$ cat config.mk
export PLATFORM = sky130hd
export DESIGN_NAME = fractional_rate_tick_accumulator
export DESIGN_NICKNAME = d
export VERILOG_FILES = /design/src/frta_pkg.sv /design/src/fractional_rate_tick_accumulator.sv /design/src/frta_dp.sv /design/src/frta_ctrl.sv
export SDC_FILE = /design/constraint.sdc
export NUM_CORES = 1
export LEC_CHECK = 0
export BUFFER_PORTS_ARGS = -buffer_cell sky130_fd_sc_hd__buf_2
export CELL_PAD_IN_SITES_DETAIL_PLACEMENT = 1
export CELL_PAD_IN_SITES_GLOBAL_PLACEMENT = 2
export CORE_UTILIZATION = 40
export DETAILED_ROUTE_END_ITERATION = 6
export PLACE_DENSITY = 0.83
export SLEW_MARGIN = 40
export SYNTH_ARGS = -nofsm -noshare
export SYNTH_HDL_FRONTEND = slang
export SYNTH_SLANG_ARGS = --single-unit
$ cat constraint.sdc
create_clock -name clk -period 6.7 [get_ports clk]
set_input_delay 0.335 -clock clk [delete_from_list [all_inputs] [get_ports clk]]
set_output_delay 0.335 -clock clk [all_outputs]
set_load 0.005 [all_outputs]
$ cat src/frta_pkg.sv
// Shared types and constants for the fractional rate tick accumulator.
`timescale 1ns / 1ps

package frta_pkg;

  // Field widths.
  localparam int unsigned TimeW  = 32;
  localparam int unsigned RateW  = 25;
  localparam int unsigned AccumW = 33;
  localparam int unsigned IvlW   = 25;
  localparam int unsigned CountW = 6;

  // Rate at or above this (100000 Hz in Q17.8) means an update every frame.
  localparam logic [RateW-1:0] RateAlways = RateW'(25600000);
  // Lowest rate used for the interval (1.0 Hz in Q17.8).
  localparam logic [RateW-1:0] RateFloor  = RateW'(256);
  // Number of restoring-divide steps over the 33-bit dividend.
  localparam logic [CountW-1:0] DivSteps  = CountW'(AccumW);
  // Dividend of the interval divide: 2^32.
  localparam logic [AccumW-1:0] IvlDividend = {1'b1, {(AccumW-1){1'b0}}};

  // Controller states.
  typedef enum logic [2:0] {
    ST_IDLE,
    ST_CLASSIFY,
    ST_DIV,
    ST_SUM,
    ST_MOD,
    ST_OUT
  } state_t;

  // Commands from the controller to the datapath.
  typedef struct packed {
    logic load_in;
    logic clear_acc;
    logic start_div;
    logic start_mod;
    logic step;
    logic take_ivl;
    logic store_sum;
    logic store_diff;
    logic store_rem;
    logic set_due;
    logic clr_due;
  } cmd_t;

  // Status from the datapath to the controller.
  typedef struct packed {
    logic always_hit;
    logic div_done;
    logic sum_below;
    logic diff_below;
  } status_t;

endpackage

$ cat src/fractional_rate_tick_accumulator.sv
// Steps: a word at 100 kHz and up goes from classify straight to its result; any other
// word runs the interval divide and the sum, plus a remainder divide when the sum needs it.
// Flow: one word at a time; the next word is taken no earlier than the cycle after the result
// leaves, and the 33-step restoring divider is shared by both divides.
// Reset (synchronous, active high) clears the time accumulator and returns to idle.
`timescale 1ns / 1ps

module fractional_rate_tick_accumulator import frta_pkg::*; (
  input  logic             clk,
  input  logic             rst,
  input  logic             in_valid,
  output logic             in_stall,
  input  logic [TimeW-1:0] frame_time,
  input  logic [RateW-1:0] rate_hz,
  output logic             out_valid,
  input  logic             out_stall,
  output logic             update_due
);

  cmd_t    cmd;
  status_t status;

  // Sequencer.
  frta_ctrl u_ctrl (
    .clk       (clk),
    .rst       (rst),
    .in_valid  (in_valid),
    .in_stall  (in_stall),
    .out_valid (out_valid),
    .out_stall (out_stall),
    .status    (status),
    .cmd       (cmd)
  );

  // Arithmetic and state.
  frta_dp u_dp (
    .clk        (clk),
    .rst        (rst),
    .cmd        (cmd),
    .frame_time (frame_time),
    .rate_hz    (rate_hz),
    .status     (status),
    .update_due (update_due)
  );

endmodule

$ cat src/frta_dp.sv
// Datapath: input capture, shared restoring divider, accumulator and result flag.
`timescale 1ns / 1ps

module frta_dp import frta_pkg::*; (
  input  logic              clk,
  input  logic              rst,
  input  cmd_t              cmd,
  input  logic [TimeW-1:0]  frame_time,
  input  logic [RateW-1:0]  rate_hz,
  output status_t           status,
  output logic              update_due
);

  logic [TimeW-1:0]  dt;
  logic [RateW-1:0]  rate;
  logic [AccumW-1:0] accum;
  logic [IvlW-1:0]   ivl;
  logic [IvlW-1:0]   divisor;
  logic [IvlW-1:0]   rem;
  logic [AccumW-1:0] dq;
  logic [CountW-1:0] count;
  logic              due;

  logic [IvlW:0]     rem_sh;
  logic              rem_ge;
  logic [IvlW:0]     rem_sub;
  logic [AccumW-1:0] sum;
  logic [AccumW-1:0] diff;
  logic [AccumW-1:0] ivl_ext;
  logic [RateW-1:0]  rate_clamped;

  // Divider step: shift in the next dividend bit and try one subtraction.
  always_comb begin
    rem_sh  = {rem, dq[AccumW-1]};
    rem_ge  = (rem_sh >= {1'b0, divisor});
    rem_sub = rem_sh - {1'b0, divisor};
  end

  // Accumulator sum and the sum after one interval is consumed.
  always_comb begin
    ivl_ext      = {{(AccumW-IvlW){1'b0}}, ivl};
    sum          = accum + {{(AccumW-TimeW){1'b0}}, dt};
    diff         = sum - ivl_ext;
    rate_clamped = (rate < RateFloor) ? RateFloor : rate;
  end

  // Status toward the controller.
  always_comb begin
    status.always_hit = (rate >= RateAlways);
    status.div_done   = (count == '0);
    status.sum_below  = (sum < ivl_ext);
    status.diff_below = (diff < ivl_ext);
  end

  // Input capture and divider registers.
  always_ff @(posedge clk) begin
    if (cmd.load_in) begin
      dt   <= frame_time;
      rate <= rate_hz;
    end
    if (cmd.start_div) begin
      dq      <= IvlDividend;
      rem     <= '0;
      divisor <= rate_clamped;
      count   <= DivSteps;
    end else if (cmd.start_mod) begin
      dq      <= diff;
      rem     <= '0;
      divisor <= ivl;
      count   <= DivSteps;
    end else if (cmd.step) begin
      dq    <= {dq[AccumW-2:0], rem_ge};
      rem   <= rem_ge ? rem_sub[IvlW-1:0] : rem_sh[IvlW-1:0];
      count <= count - CountW'(1);
    end
    if (cmd.take_ivl) begin
      ivl <= dq[IvlW-1:0];
    end
  end

  // Kept time accumulator and result flag.
  always_ff @(posedge clk) begin
    if (rst) begin
      accum <= '0;
      due   <= 1'b0;
    end else begin
      if (cmd.clear_acc) begin
        accum <= '0;
      end else if (cmd.store_sum) begin
        accum <= sum;
      end else if (cmd.store_diff) begin
        accum <= diff;
      end else if (cmd.store_rem) begin
        accum <= {{(AccumW-IvlW){1'b0}}, rem};
      end
      if (cmd.set_due) begin
        due <= 1'b1;
      end else if (cmd.clr_due) begin
        due <= 1'b0;
      end
    end
  end

  assign update_due = due;

endmodule

$ cat src/frta_ctrl.sv
// Controller: sequences interval divide, accumulate and remainder steps per word.
`timescale 1ns / 1ps

module frta_ctrl import frta_pkg::*; (
  input  logic    clk,
  input  logic    rst,
  input  logic    in_valid,
  output logic    in_stall,
  output logic    out_valid,
  input  logic    out_stall,
  input  status_t status,
  output cmd_t    cmd
);

  state_t state;
  state_t state_next;

  // State register.
  always_ff @(posedge clk) begin
    if (rst) begin
      state <= ST_IDLE;
    end else begin
      state <= state_next;
    end
  end

  // Next state.
  always_comb begin
    state_next = state;
    unique case (state)
      ST_IDLE: begin
        if (in_valid) state_next = ST_CLASSIFY;
      end
      ST_CLASSIFY: begin
        state_next = status.always_hit ? ST_OUT : ST_DIV;
      end
      ST_DIV: begin
        if (status.div_done) state_next = ST_SUM;
      end
      ST_SUM: begin
        if (status.sum_below || status.diff_below) begin
          state_next = ST_OUT;
        end else begin
          state_next = ST_MOD;
        end
      end
      ST_MOD: begin
        if (status.div_done) state_next = ST_OUT;
      end
      ST_OUT: begin
        if (!out_stall) state_next = ST_IDLE;
      end
      default: state_next = ST_IDLE;
    endcase
  end

  // Outputs and datapath commands.
  always_comb begin
    cmd       = '0;
    in_stall  = 1'b1;
    out_valid = 1'b0;
    unique case (state)
      ST_IDLE: begin
        in_stall    = 1'b0;
        cmd.load_in = in_valid;
      end
      ST_CLASSIFY: begin
        if (status.always_hit) begin
          cmd.clear_acc = 1'b1;
          cmd.set_due   = 1'b1;
        end else begin
          cmd.start_div = 1'b1;
        end
      end
      ST_DIV: begin
        if (status.div_done) begin
          cmd.take_ivl = 1'b1;
        end else begin
          cmd.step = 1'b1;
        end
      end
      ST_SUM: begin
        if (status.sum_below) begin
          cmd.store_sum = 1'b1;
          cmd.clr_due   = 1'b1;
        end else if (status.diff_below) begin
          cmd.store_diff = 1'b1;
          cmd.set_due    = 1'b1;
        end else begin
          cmd.start_mod = 1'b1;
        end
      end
      ST_MOD: begin
        if (status.div_done) begin
          cmd.store_rem = 1'b1;
          cmd.set_due   = 1'b1;
        end else begin
          cmd.step = 1'b1;
        end
      end
      ST_OUT: begin
        out_valid = 1'b1;
      end
      default: begin
        in_stall = 1'b1;
      end
    endcase
  end

endmodule

==> flow_metrics.py <==
metrics = {
    "status": {
        "status": "complete, no violations",
    },
    "logic_synthesis": {
        "syn_nets": 1634,
        "yosys_register_bits": 208,
        "synthCells": 1461,
        "synth_seq_area_share_pct": 38.9,
        "synth_area_um2": 13400,
        "synthDistinctLibCells": 87,
        "syn_avg_cell_area_um2": 9.20,
        "ys.flop_type": "edfxtp_1",
        "synthArstFlopShare_pct": 0,
        "yosysWarnings": 0,
        "synth-edff-count": 107,
    },
    "flow_run": {
        "drv_cap": 0,
    },
    "sta": {
        "period_share_pct": 95.7,
        "clock.fmax_ghz": 0.156,
        "final_hold_viol_count": 0,
        "finalClockSkew_ps": 13.9,
        "setup_tns_ps": 0,
        "relSlewSlack_pct": 50.4,
        "setup-violations-final": 0,
        "min_period_ps": 6410,
        "worst_pin_slew_ps": 737,
        "slew_violations": 0,
        "fin_ws_ps": 289,
    },
    "routing": {
        "drc": 0,
        "wl_um": 45900,
        "drt_iter0_drc": 776,
        "postRouteAntennaNets": 0,
        "drt-wirelength-per-cell_um": 22.0,
        "viasPerCell": 5.71,
        "num_vias": 11892,
        "dr.pass1.iters": 5,
    },
    "clock_tree": {
        "cts_tree": "built",
        "clkSlewWorstSetupHoldPaths_ps": 60,
        "cts_sinks": 208,
        "clockBufferDepth": 3,
        "cts_buffers": 26,
        "htreeDepth": 1,
        "insertion_delay_ps": 560,
        "cts_root_buf": "clkbuf_16",
    },
    "final_layout": {
        "area_growth_pct": 21.1,
        "layout_commonest_cell": "nand2_1",
        "fin_area_um2": 16300,
        "nets": 1790,
        "drive_above_1_share_pct": 15.0,
        "final_cell_mix": "150 x nand2_1, 115 x a21oi_1, 107 x edfxtp_1",
    },
    "worst_hold_path": {
        "worst_hold_path.endpoint": "u_ctrl.state[0]",
        "min-delay-path-class": "primary input to flip-flop",
        "worstHoldStart": "out_stall",
        "hold_depth": 3,
    },
    "worst_setup_path": {
        "slowest_stage": "or4b_4",
        "worstSetupPathType": "flip-flop to flip-flop",
        "r2r_start": "u_dp.dt[3]",
        "cp_slowest_stage_delay_ps": 590,
        "reg2reg_to": "u_dp.accum[9]",
        "arrival_ps": 6840,
        "ff2ff_setup_slack_ps": 290,
        "critPathRequiredTime_ps": 7130,
        "endpoint_kind": "flip-flop",
        "path_max_fanout": 5,
        "ff2ff_path_depth": 28,
        "start_kind": "flip-flop",
    },
    "placed_design": {
        "pre_cts_slack_ps": -123,
        "hpwl_um": 34100,
        "placed_cell_area_um2": 14500,
        "io_buffers": 63,
        "gp_congestion": 0.952,
    },
    "floorplanning": {
        "core.rowCount": 66,
        "coreArea_um2": 32800,
        "die_h_um": 185,
        "pin_count": 64,
        "dieArea_um2": 34300,
        "die_w_um": 185,
        "start_util_pct": 41.0,
    },
    "power": {
        "p_per_area_nw_per_um2": 384,
        "leakage_nw": 6.71,
        "ir_worst_vdd_uv": 331,
    },
    "global_routing": {
        "grt_max_degree": 58,
        "grtUsageTotal_pct": 26.8,
        "grt_pass1_wl_um": 69700,
        "grt_remaining_overflow": 0,
        "grt_pass1_vias": 11933,
        "antenna_found_initial": 1,
    },
}
## layer usage
layer / track usage (%) / up-vias / part of all wire (%)
met5: 0 / - / 0
met4: 6.02 / 0 / 1.9
met3: 2.46 / 52 / 4.1
met2: 41.7 / 246 / 44
met1: 39.7 / 5859 / 50
li1: - / 5735 / -
## sequential cells by signal, summed over array words and instances, names as in the netlist
signal	count
u_dp.count	6
u_dp.dt	32
u_dp.ivl	25
u_dp.update_due	1
u_dp.dq	33
u_dp.divisor	25
u_ctrl.state	3
u_dp.rem	25
u_dp.accum	33
u_dp.rate	25
## worst max-delay path, delay by kind of cell (launching register included)
family	cells	cell delay [ps]
simple gates	11	2100
compound gates	10	1910
fa+ha+maj	3	1050
xor+xnor	2	480
flops	1	410
buf+inv	2	330
## repair_timing
item / CTS / global route
pin swaps: 1 / 21
hold buffers: 57 / 0
cloned: 0 / 1
endpoints found under the setup margin: 114 / 124
buffers inserted: 2 / 11
hold endpoints to repair: 57 / 0
resized for setup: 4 / 36
## where the power goes
part	total (mW)	switching [mW]	leakage [nW]	internal (mW)
registers	1.97	0.243	1.83	1.73
logic	2.90	1.81	4.47	1.09
clock network	1.39	0.566	0.414	0.820
total	6.26	2.62	6.71	3.64
## cell type report
type | count | area [µm²]
Tap cell | 442 | 553
Antenna cell | 2 | 5.00
Clock buffer | 38 | 757
Timing Repair Buffer | 188 | 1460
Fill cell | 3750 | 16500
Sequential cell | 208 | 5240
Clock inverter | 10 | 86.3
Multi-Input combinational cell | 1112 | 7880
Inverter | 81 | 304
## synth_stat cells (3+ instances only)
| library cell | number | area share [%] |
|---|---|---|
| ha_1 | 109 | 10 |
| nor3_1 | 32 | 1.2 |
| nand4_1 | 15 | 0.70 |
| xor2_1 | 30 | 2.0 |
| a21o_1 | 27 | 1.5 |
| a221o_1 | 7 | 0.52 |
| nor4_1 | 13 | 0.61 |
| o31a_1 | 4 | 0.26 |
| and3_1 | 13 | 0.61 |
| o21ai_1 | 11 | 0.41 |
| or3_1 | 5 | 0.23 |
| and4_1 | 4 | 0.26 |
| o311a_1 | 3 | 0.22 |
| edfxtp_1 | 107 | 24 |
| o221ai_1 | 6 | 0.39 |
| nand2_1 | 151 | 4.2 |
| nand2b_1 | 17 | 0.79 |
| nor2b_1 | 17 | 0.79 |
| xnor2_1 | 44 | 2.9 |
| fa_1 | 3 | 0.45 |
| a221oi_1 | 3 | 0.20 |
| o31ai_1 | 29 | 1.6 |
| a21boi_0 | 3 | 0.17 |
| inv_1 | 81 | 2.3 |
| o21bai_1 | 8 | 0.45 |
| clkbuf_1 | 42 | 1.2 |
| or2_2 | 5 | 0.23 |
| a22oi_1 | 4 | 0.22 |
| a211o_1 | 3 | 0.20 |
| o211ai_1 | 31 | 1.7 |
| a31oi_1 | 5 | 0.23 |
| a21oi_1 | 119 | 4.4 |
| and2_1 | 13 | 0.61 |
| buf_2 | 13 | 0.48 |
| dfxtp_1 | 101 | 15 |
| a211oi_1 | 18 | 1.0 |
| a21oi_2 | 4 | 0.26 |
| buf_6 | 4 | 0.34 |
| or4_1 | 5 | 0.28 |
| o311ai_0 | 14 | 0.91 |
| o21a_1 | 14 | 0.78 |
| nor2_1 | 75 | 2.1 |
| nand3_1 | 67 | 2.5 |
| mux2i_1 | 41 | 3.1 |
| o21ai_0 | 85 | 3.2 |
## metrics by stage
step,cells,hold WS (ps),total power [mW],util [%]
after floorplan,1461,404,3.80,-
after global placement,1960,442,4.68,44.3
after detailed placement,1960,443,4.75,44.4
after CTS,2067,62.4,6.20,48.8
after global routing,2079,89.4,6.66,49.7
final,2081,87.4,6.26,49.7
## logic make-up after synthesis
logic type | Yosys count | share of synthesized area [%]
fa+ha+maj | 112 | 10.6
compound gates | 431 | 21.6
simple gates | 453 | 16.6
mux | 42 | 3.14
xor+xnor | 74 | 4.82
buf+inv | 141 | 4.31
flops | 208 | 38.9
## worst max path at each step
stage,start,endpoint,cells after the start
floorplan,u_dp.accum[0],u_dp.divisor[0],31
global placement,u_dp.accum[0],u_dp.dq[2],28
detailed placement,u_dp.accum[0],u_dp.dq[2],28
CTS,u_dp.accum[0],u_dp.rem[21],31
global route,u_dp.accum[0],u_dp.rem[20],34
finish,u_dp.dt[3],u_dp.accum[9],28
Power figures use the tool's default switching activity.
